`config.mk`:
```
export PLATFORM = sky130hd
export DESIGN_NAME = bresenham_line_pixel_generator_unit
export DESIGN_NICKNAME = d
export VERILOG_FILES = /design/src/hw/rtl/blpg_pkg.sv /design/src/hw/rtl/blpg_front.sv /design/src/hw/rtl/blpg_queue.sv /design/src/hw/rtl/blpg_back.sv /design/src/hw/rtl/bresenham_line_pixel_generator_unit.sv
export SDC_FILE = /design/constraint.sdc
export NUM_CORES = 1
export LEC_CHECK = 0
export ABC_CLOCK_PERIOD_IN_PS = 43200
export BUFFER_PORTS_ARGS = -buffer_cell sky130_fd_sc_hd__clkbuf_2
export CAP_MARGIN = 40
export CORE_UTILIZATION = 35
export CTS_BUF_LIST = sky130_fd_sc_hd__clkbuf_8
export CTS_CLUSTER_DIAMETER = 80
export DETAILED_ROUTE_END_ITERATION = 7
export MAX_ROUTING_LAYER = met4
export SYNTH_ARGS = -nofsm -noshare
export SYNTH_HDL_FRONTEND = slang
export SYNTH_HIERARCHICAL = 1
export SYNTH_SLANG_ARGS = --single-unit
```
`constraint.sdc`:
```
create_clock -name i_clk -period 43.2 [get_ports i_clk]
set_clock_uncertainty 0.2 [all_clocks]
set_input_delay 4.32 -clock i_clk [delete_from_list [all_inputs] [get_ports i_clk]]
set_output_delay 4.32 -clock i_clk [all_outputs]
set_load 0.02 [all_outputs]
```
`src/hw/rtl/blpg_pkg.sv`:
```
// Shared types and constants of the line pixel generator.
`default_nettype none

package blpg_pkg;

    localparam int COLOR_BITS = 32;

    // Queue word: load flag, steep, minor_up, four coordinates/spans,
    // doubled minor span and the colour.
    function automatic int entry_bits(input int coord_bits);
        return 5 * coord_bits + 4 + COLOR_BITS;
    endfunction

    // Queue status seen by the front and back parts.
    typedef struct packed {
        logic not_empty;
        logic full;
    } t_q_stat;

endpackage : blpg_pkg

`default_nettype wire

```
`src/hw/rtl/blpg_front.sv`:
```
// Front part: takes input words, sets up loads and pushes commands to the queue.
`default_nettype none

module blpg_front #(
    parameter int COORD_BITS = 12
) (
    input  wire logic                                       i_valid,
    output logic                                            o_stall,
    input  wire logic                                       i_mode,
    input  wire logic [COORD_BITS-1:0]                      i_start_x,
    input  wire logic [COORD_BITS-1:0]                      i_start_y,
    input  wire logic [COORD_BITS-1:0]                      i_end_x,
    input  wire logic [COORD_BITS-1:0]                      i_end_y,
    input  wire logic [blpg_pkg::COLOR_BITS-1:0]            i_color,
    input  wire blpg_pkg::t_q_stat                          i_q_stat,
    output logic                                            o_push,
    output logic [blpg_pkg::entry_bits(COORD_BITS)-1:0]     o_entry
);
    import blpg_pkg::*;

    logic                  gt_x, gt_y, lt_x, lt_y, steep, swap, minor_up;
    logic [COORD_BITS-1:0] adx, ady, a0, a1, b0, b1;
    logic [COORD_BITS-1:0] major_pos, major_end, minor_pos, major_span, minor_span;

    assign o_stall = i_q_stat.full;
    assign o_push  = i_valid & ~i_q_stat.full;

    always_comb begin
        gt_x = i_start_x > i_end_x;
        lt_x = i_end_x > i_start_x;
        gt_y = i_start_y > i_end_y;
        lt_y = i_end_y > i_start_y;
        adx  = gt_x ? i_start_x - i_end_x : i_end_x - i_start_x;
        ady  = gt_y ? i_start_y - i_end_y : i_end_y - i_start_y;
        // ties in extent are not steep
        steep = adx < ady;
        a0 = steep ? i_start_y : i_start_x;
        a1 = steep ? i_end_y   : i_end_x;
        b0 = steep ? i_start_x : i_start_y;
        b1 = steep ? i_end_x   : i_end_y;
        // walk from the lower major coordinate
        swap       = steep ? gt_y : gt_x;
        major_pos  = swap ? a1 : a0;
        major_end  = swap ? a0 : a1;
        minor_pos  = swap ? b1 : b0;
        minor_up   = swap ? (steep ? gt_x : gt_y) : (steep ? lt_x : lt_y);
        major_span = steep ? ady : adx;
        minor_span = steep ? adx : ady;
    end

    assign o_entry = {i_mode, steep, minor_up, major_pos, major_end, minor_pos,
                      major_span, minor_span, 1'b0, i_color};

endmodule : blpg_front

`default_nettype wire

```
`src/hw/rtl/blpg_queue.sv`:
```
// Two-entry command queue between the front and back parts.
`default_nettype none

module blpg_queue #(
    parameter int WIDTH = 96
) (
    input  wire logic               i_clk,
    input  wire logic               i_rst_n,
    input  wire logic               i_push,
    input  wire logic [WIDTH-1:0]   i_data,
    input  wire logic               i_pop,
    output logic [WIDTH-1:0]        o_data,
    output blpg_pkg::t_q_stat       o_stat
);
    import blpg_pkg::*;

    logic [WIDTH-1:0] r_mem [2];
    logic             r_wr_ptr, n_wr_ptr;
    logic             r_rd_ptr, n_rd_ptr;
    logic [1:0]       r_count, n_count;

    always_comb begin
        n_wr_ptr = r_wr_ptr ^ i_push;
        n_rd_ptr = r_rd_ptr ^ i_pop;
        n_count  = r_count + {1'b0, i_push} - {1'b0, i_pop};
    end

    always_ff @(posedge i_clk) begin
        if (!i_rst_n) begin
            r_wr_ptr <= 1'b0;
            r_rd_ptr <= 1'b0;
            r_count  <= 2'd0;
        end else begin
            r_wr_ptr <= n_wr_ptr;
            r_rd_ptr <= n_rd_ptr;
            r_count  <= n_count;
        end
    end

    always_ff @(posedge i_clk) begin
        if (i_push) begin
            r_mem[r_wr_ptr] <= i_data;
        end
    end

    assign o_data           = r_mem[r_rd_ptr];
    assign o_stat.not_empty = r_count != 2'd0;
    assign o_stat.full      = r_count[1];

endmodule : blpg_queue

`default_nettype wire

```
`src/hw/rtl/blpg_back.sv`:
```
// Back part: line walker with its error accumulator and the output register.
`default_nettype none

module blpg_back #(
    parameter int COORD_BITS = 12
) (
    input  wire logic                                       i_clk,
    input  wire logic                                       i_rst_n,
    input  wire blpg_pkg::t_q_stat                          i_q_stat,
    input  wire logic [blpg_pkg::entry_bits(COORD_BITS)-1:0] i_entry,
    output logic                                            o_pop,
    output logic                                            o_valid,
    input  wire logic                                       i_stall,
    output logic                                            o_valid_res,
    output logic [COORD_BITS-1:0]                           o_pixel_x,
    output logic [COORD_BITS-1:0]                           o_pixel_y,
    output logic [blpg_pkg::COLOR_BITS-1:0]                 o_pixel_color,
    output logic                                            o_last
);
    import blpg_pkg::*;

    localparam int C  = COORD_BITS;
    localparam int EB = C + 3;

    // unpacked queue word
    logic                  e_load, e_steep, e_up;
    logic [C-1:0]          e_mpos, e_mend, e_npos, e_span, e_nspan;
    logic                  e_pad;
    logic [COLOR_BITS-1:0] e_color;

    logic                  r_busy, n_busy;
    logic                  r_steep, n_steep;
    logic                  r_up, n_up;
    logic [C-1:0]          r_mpos, n_mpos;
    logic [C-1:0]          r_mend, n_mend;
    logic [C-1:0]          r_npos, n_npos;
    logic [C-1:0]          r_span, n_span;
    logic [C:0]            r_nspan2, n_nspan2;
    logic signed [EB-1:0]  r_err, n_err;
    logic [COLOR_BITS-1:0] r_color, n_color;

    logic                  r_ovalid;
    logic                  r_ovres, n_ovres;
    logic [C-1:0]          r_px, n_px;
    logic [C-1:0]          r_py, n_py;
    logic [COLOR_BITS-1:0] r_pcol, n_pcol;
    logic                  r_plast, n_plast;

    logic                  active, fin, over;
    logic signed [EB-1:0]  err_src, err_sum;

    assign {e_load, e_steep, e_up, e_mpos, e_mend, e_npos, e_span, e_nspan, e_pad,
            e_color} = i_entry;

    assign o_pop = i_q_stat.not_empty & (~r_ovalid | ~i_stall);

    always_comb begin
        // a load overwrites the walker state, then both cases emit from it
        n_steep  = e_load ? e_steep : r_steep;
        n_up     = e_load ? e_up    : r_up;
        n_mpos   = e_load ? e_mpos  : r_mpos;
        n_mend   = e_load ? e_mend  : r_mend;
        n_npos   = e_load ? e_npos  : r_npos;
        n_span   = e_load ? e_span  : r_span;
        n_nspan2 = e_load ? {e_nspan, e_pad} : r_nspan2;
        n_color  = e_load ? e_color : r_color;
        err_src  = e_load ? '0 : r_err;
        active   = e_load | r_busy;
        fin      = n_mpos == n_mend;

        n_ovres = active;
        n_px    = active ? (n_steep ? n_npos : n_mpos) : '0;
        n_py    = active ? (n_steep ? n_mpos : n_npos) : '0;
        n_pcol  = active ? n_color : '0;
        n_plast = active & fin;

        err_sum = err_src + $signed({2'b00, n_nspan2});
        over    = err_sum > $signed({3'b000, n_span});
        n_err   = over ? err_sum - $signed({2'b00, n_span, 1'b0}) : err_sum;
        n_busy  = active & ~fin;
        if (active && !fin) begin
            n_mpos = n_mpos + 1'b1;
            if (over) begin
                n_npos = n_up ? n_npos + 1'b1 : n_npos - 1'b1;
            end
        end
    end

    always_ff @(posedge i_clk) begin
        if (!i_rst_n) begin
            r_busy   <= 1'b0;
            r_ovalid <= 1'b0;
        end else begin
            if (o_pop) begin
                r_busy <= n_busy;
            end
            if (o_pop) begin
                r_ovalid <= 1'b1;
            end else if (!i_stall) begin
                r_ovalid <= 1'b0;
            end
        end
    end

    always_ff @(posedge i_clk) begin
        if (o_pop) begin
            r_steep  <= n_steep;
            r_up     <= n_up;
            r_mpos   <= n_mpos;
            r_mend   <= n_mend;
            r_npos   <= n_npos;
            r_span   <= n_span;
            r_nspan2 <= n_nspan2;
            r_err    <= n_err;
            r_color  <= n_color;
            r_ovres  <= n_ovres;
            r_px     <= n_px;
            r_py     <= n_py;
            r_pcol   <= n_pcol;
            r_plast  <= n_plast;
        end
    end

    assign o_valid       = r_ovalid;
    assign o_valid_res   = r_ovres;
    assign o_pixel_x     = r_px;
    assign o_pixel_y     = r_py;
    assign o_pixel_color = r_pcol;
    assign o_last        = r_plast;

endmodule : blpg_back

`default_nettype wire

```
`src/hw/rtl/bresenham_line_pixel_generator_unit.sv`:
```
// Top level of the Bresenham line pixel generator.
//
//  channel | direction | handshake          | word
//  --------+-----------+--------------------+-------------------------------------------
//  input   | in        | i_valid / o_stall  | mode, start/end x and y, colour
//  output  | out       | o_valid / i_stall  | valid_res, pixel x and y, colour, last
//
// One word in and one word out per clock when neither side stalls.
// An accepted word is set up and pushed into the two-entry queue, then popped for
// one walker step into the output register; an output stall can keep it queued.
// The walker does one add, compare and subtract per pixel.
// Reset clears the queue, the walker busy flag and the output valid.
// An output stall holds the output register; input stalls only when the queue is full.
`default_nettype none

module bresenham_line_pixel_generator_unit #(
    parameter int COORD_BITS = 12
) (
    input  wire logic                           i_clk,
    input  wire logic                           i_rst_n,
    input  wire logic                           i_valid,
    output logic                                o_stall,
    input  wire logic                           i_mode,
    input  wire logic [COORD_BITS-1:0]          i_start_x,
    input  wire logic [COORD_BITS-1:0]          i_start_y,
    input  wire logic [COORD_BITS-1:0]          i_end_x,
    input  wire logic [COORD_BITS-1:0]          i_end_y,
    input  wire logic [blpg_pkg::COLOR_BITS-1:0] i_color,
    output logic                                o_valid,
    input  wire logic                           i_stall,
    output logic                                o_valid_res,
    output logic [COORD_BITS-1:0]               o_pixel_x,
    output logic [COORD_BITS-1:0]               o_pixel_y,
    output logic [blpg_pkg::COLOR_BITS-1:0]     o_pixel_color,
    output logic                                o_last
);
    import blpg_pkg::*;

    localparam int EW = entry_bits(COORD_BITS);

    t_q_stat         q_stat;
    logic            push, pop;
    logic [EW-1:0]   push_entry, pop_entry;

    blpg_front #(.COORD_BITS(COORD_BITS)) u_front (
        .i_valid   (i_valid),
        .o_stall   (o_stall),
        .i_mode    (i_mode),
        .i_start_x (i_start_x),
        .i_start_y (i_start_y),
        .i_end_x   (i_end_x),
        .i_end_y   (i_end_y),
        .i_color   (i_color),
        .i_q_stat  (q_stat),
        .o_push    (push),
        .o_entry   (push_entry)
    );

    blpg_queue #(.WIDTH(EW)) u_queue (
        .i_clk   (i_clk),
        .i_rst_n (i_rst_n),
        .i_push  (push),
        .i_data  (push_entry),
        .i_pop   (pop),
        .o_data  (pop_entry),
        .o_stat  (q_stat)
    );

    blpg_back #(.COORD_BITS(COORD_BITS)) u_back (
        .i_clk         (i_clk),
        .i_rst_n       (i_rst_n),
        .i_q_stat      (q_stat),
        .i_entry       (pop_entry),
        .o_pop         (pop),
        .o_valid       (o_valid),
        .i_stall       (i_stall),
        .o_valid_res   (o_valid_res),
        .o_pixel_x     (o_pixel_x),
        .o_pixel_y     (o_pixel_y),
        .o_pixel_color (o_pixel_color),
        .o_last        (o_last)
    );

endmodule : bresenham_line_pixel_generator_unit

`default_nettype wire

```
==> flow_summary.ini <==
[placed_design]
place_ws_ns = 31.79
gp_congestion = 0.937
dpl.hpwl_mm = 37.8
io_buffers = 144

[power]
vdd_ir_drop_max_v = 0.0000461
power.density_nw_per_um2 = 86.4
total_power_uw = 2070
p_leak_uw = 0.00942

[sta]
setup_ws_ns = 32.23
post-route-min-period_ns = 10.97
worst_slew_pin_slew_ns = 1.16
maxSlewViolCount = 0
rsz0062_at_grt = no
max_freq_mhz = 91.2
setup_violations = 0
slew_headroom_pct = 22.9
finalSetupTns_ns = 0
hold_viol = 0
fin_crit_sh_pct = 25.4

[drt]
drtAntennaViolNets = 0
dr_total_vias = 14101
drtIter0Drc = 930
first_pass_iters = 5
viasPerCell = 5.18
route.detailed.drc = 0
drt-total-wl_mm = 53.0
routedWlPerCell_um = 19.5

[clocking]
cts_buffers = 69
cts_resized = 0
clk_pin_slew_ns = 0.06
postCtsHoldBufs = 0
clk_latency_ns = 0.63
cts_buffer_depth = 3
cts_sinks = 367
cts_tree = yes
post_cts_buffers = 0
htree_levels = 3
root_buffer = clkbuf_8

[setup_path]
cp-start-kind = primary input
critPathRequiredTime_ns = 43.36
cp_data_arrival_time_ns = 11.13
cp-end-kind = flip-flop
path_class = primary input to flip-flop
path_max_fanout = 80

[die]
dieArea_um2 = 62400
ios = 145
rows = 90
die_x_um = 250
initial_core_util_pct = 35.5
core_um2 = 60600
die_y_um = 250

[global_routing]
grt_antenna_before_repair = 1
grt_pass1_vias = 14121
grt_max_degree = 173
grtUsageTotal_pct = 17.4
grt-ovfl-total = 0
grt_first_pass_wirelength_mm = 82.1

[logic_synthesis]
ys_ff_latch = 367
syn_area_per_cell_um2 = 12.1
syn_area_um2 = 21500
synth_seq_area_share_pct = 50.9
async_flop_share_pct = 0
synthFlopType = edfxtp_1
synth_nets = 1974
synth.distinct_cells = 85
synthCells = 1771
yosys_warnings = 6
synth_edf_count = 360

[final_layout]
nets = 2087
areaGrowthSynthToFinish_pct = 11.3
drive_above_1_share_pct = 23.4

[status]
status = complete, no violations

[worst_hold_path]
holdCritPathClass = flip-flop to flip-flop

[run]
drv_cap = 0
worst max-delay path: stages:
cell      delay, ns
clkbuf_2       0.12
inv_1          0.07
ha_1           0.59
nand3_1        0.21
a21oi_1        0.26
o21bai_1       0.16
a21boi_4       0.48
buf_4          0.69
mux2_2         0.45
nor4_1         0.36
nor2_1         0.08
ha_1           0.18
and3_1         0.16
a211oi_1       0.24
o21ai_0        0.14
o21ai_0        0.41
nand2_1        0.59
inv_2          0.41
buf_4          0.71
mux2_2         0.43
layer usage:
layer,part of all wire [%],vias up,wire (µm),track usage (%)
met5,0,-,0,-
li1,-,6741,-,-
met1,47,6881,24700,23.1
met3,5.6,77,2950,2.89
met4,2.2,0,1150,5.68
met2,46,402,24200,27.0
layout make-up:
cell class	count	area, µm²
antenna	1	2.50
clock buffer	72	991
clock inverter	52	307
fill	5831	36600
inverter	98	368
multi-input combinational	1189	9480
sequential	367	11000
tap	782	978
timing repair buffer	159	853
path summary, 6_finish.rpt:
kind	startpoint	depth (start not counted)	slack, ns	end
setup / recovery	i_start_x[3]	20	32.23	u_queue/r_mem[1][47]$_DFFE_PP_
hold / removal	u_back/r_busy$_SDFFE_PN0P_	2	0.32	u_back/r_busy$_SDFFE_PN0P_
setup reg to reg	flip-flop	17	36.48	u_back/r_err[2]$_DFFE_PP_
hold reg to reg	u_back/r_busy$_SDFFE_PN0P_	2	0.32	u_back/r_busy$_SDFFE_PN0P_
kinds of logic after synthesis:
| logic type | Yosys count | synth area share, % |
|---|---|---|
| simple gates | 428 | 9.66 |
| flops | 367 | 50.9 |
| compound gates | 294 | 9.38 |
| mux | 264 | 14.1 |
| buf+inv | 215 | 5.28 |
| fa+ha+maj | 118 | 7.11 |
| xor+xnor | 84 | 3.52 |
| other cells | 1 | 0.0174 |
where the power goes:
part / leakage (µW) / internal [µW] / switching, µW / total (µW)
clock network: 0.000733 / 173 / 148 / 321
registers: 0.00346 / 618 / 41.9 / 660
logic: 0.00523 / 444 / 644 / 1090
per-stage QoR:
stage	hold WS (ns)	utilization, %	instances	instance area [µm²]
floorplan	0.257	-	1771	21500
global placement	0.305	37.3	2594	22600
detailed placement	0.308	37.4	2595	22600
CTS	0.320	39.5	2719	23900
global route	0.351	39.5	2720	23900
finish	0.320	39.5	2720	23900
cells in the mapped netlist, types with 18 or more instances:
cell type    n  area, µm²
edfxtp_1   360      10800
mux2_2     132       1490
nand2_1    132        495
ha_1       111       1390
nor2_1     111        417
inv_1       96        360
mux2i_1     83        831
a21oi_1     61        305
nor2b_1     60        375
xnor2_1     48        420
o21ai_0     46        230
buf_4       44        330
a31oi_1     43        269
mux2_4      41        616
buf_2       40        200
a211oi_1    38        285
xor2_1      34        298
nor3_1      22        110
a21o_1      21        158
nand3_1     19       95.1
clkbuf_1    18       67.6
placed cells by master, fill, tap and decap left out, drive strengths merged, types with 25 or more instances in the layout:
cell type    n
nand2      132
nor2b       60
mux2i       85
o21ai       50
xnor2       49
nor2       111
a31oi       43
ha         111
clkinv      25
clkbuf     216
mux2       179
xor2        34
a211oi      38
edfxtp     360
inv        120
a21oi       62
sequential cells by signal, indices dropped and copies added (netlist names), 12 cells and up, named ones only:
name	flops
u_back/o_pixel_color	32
u_back/r_nspan2	13
u_queue/r_mem	192
u_back/r_mpos	12
u_back/r_err	15
u_back/r_color	32
u_back/r_mend	12
u_back/r_span	12
u_back/r_npos	12
u_back/o_pixel_x	12
u_back/o_pixel_y	12
(Power assumes the default switching activity.)
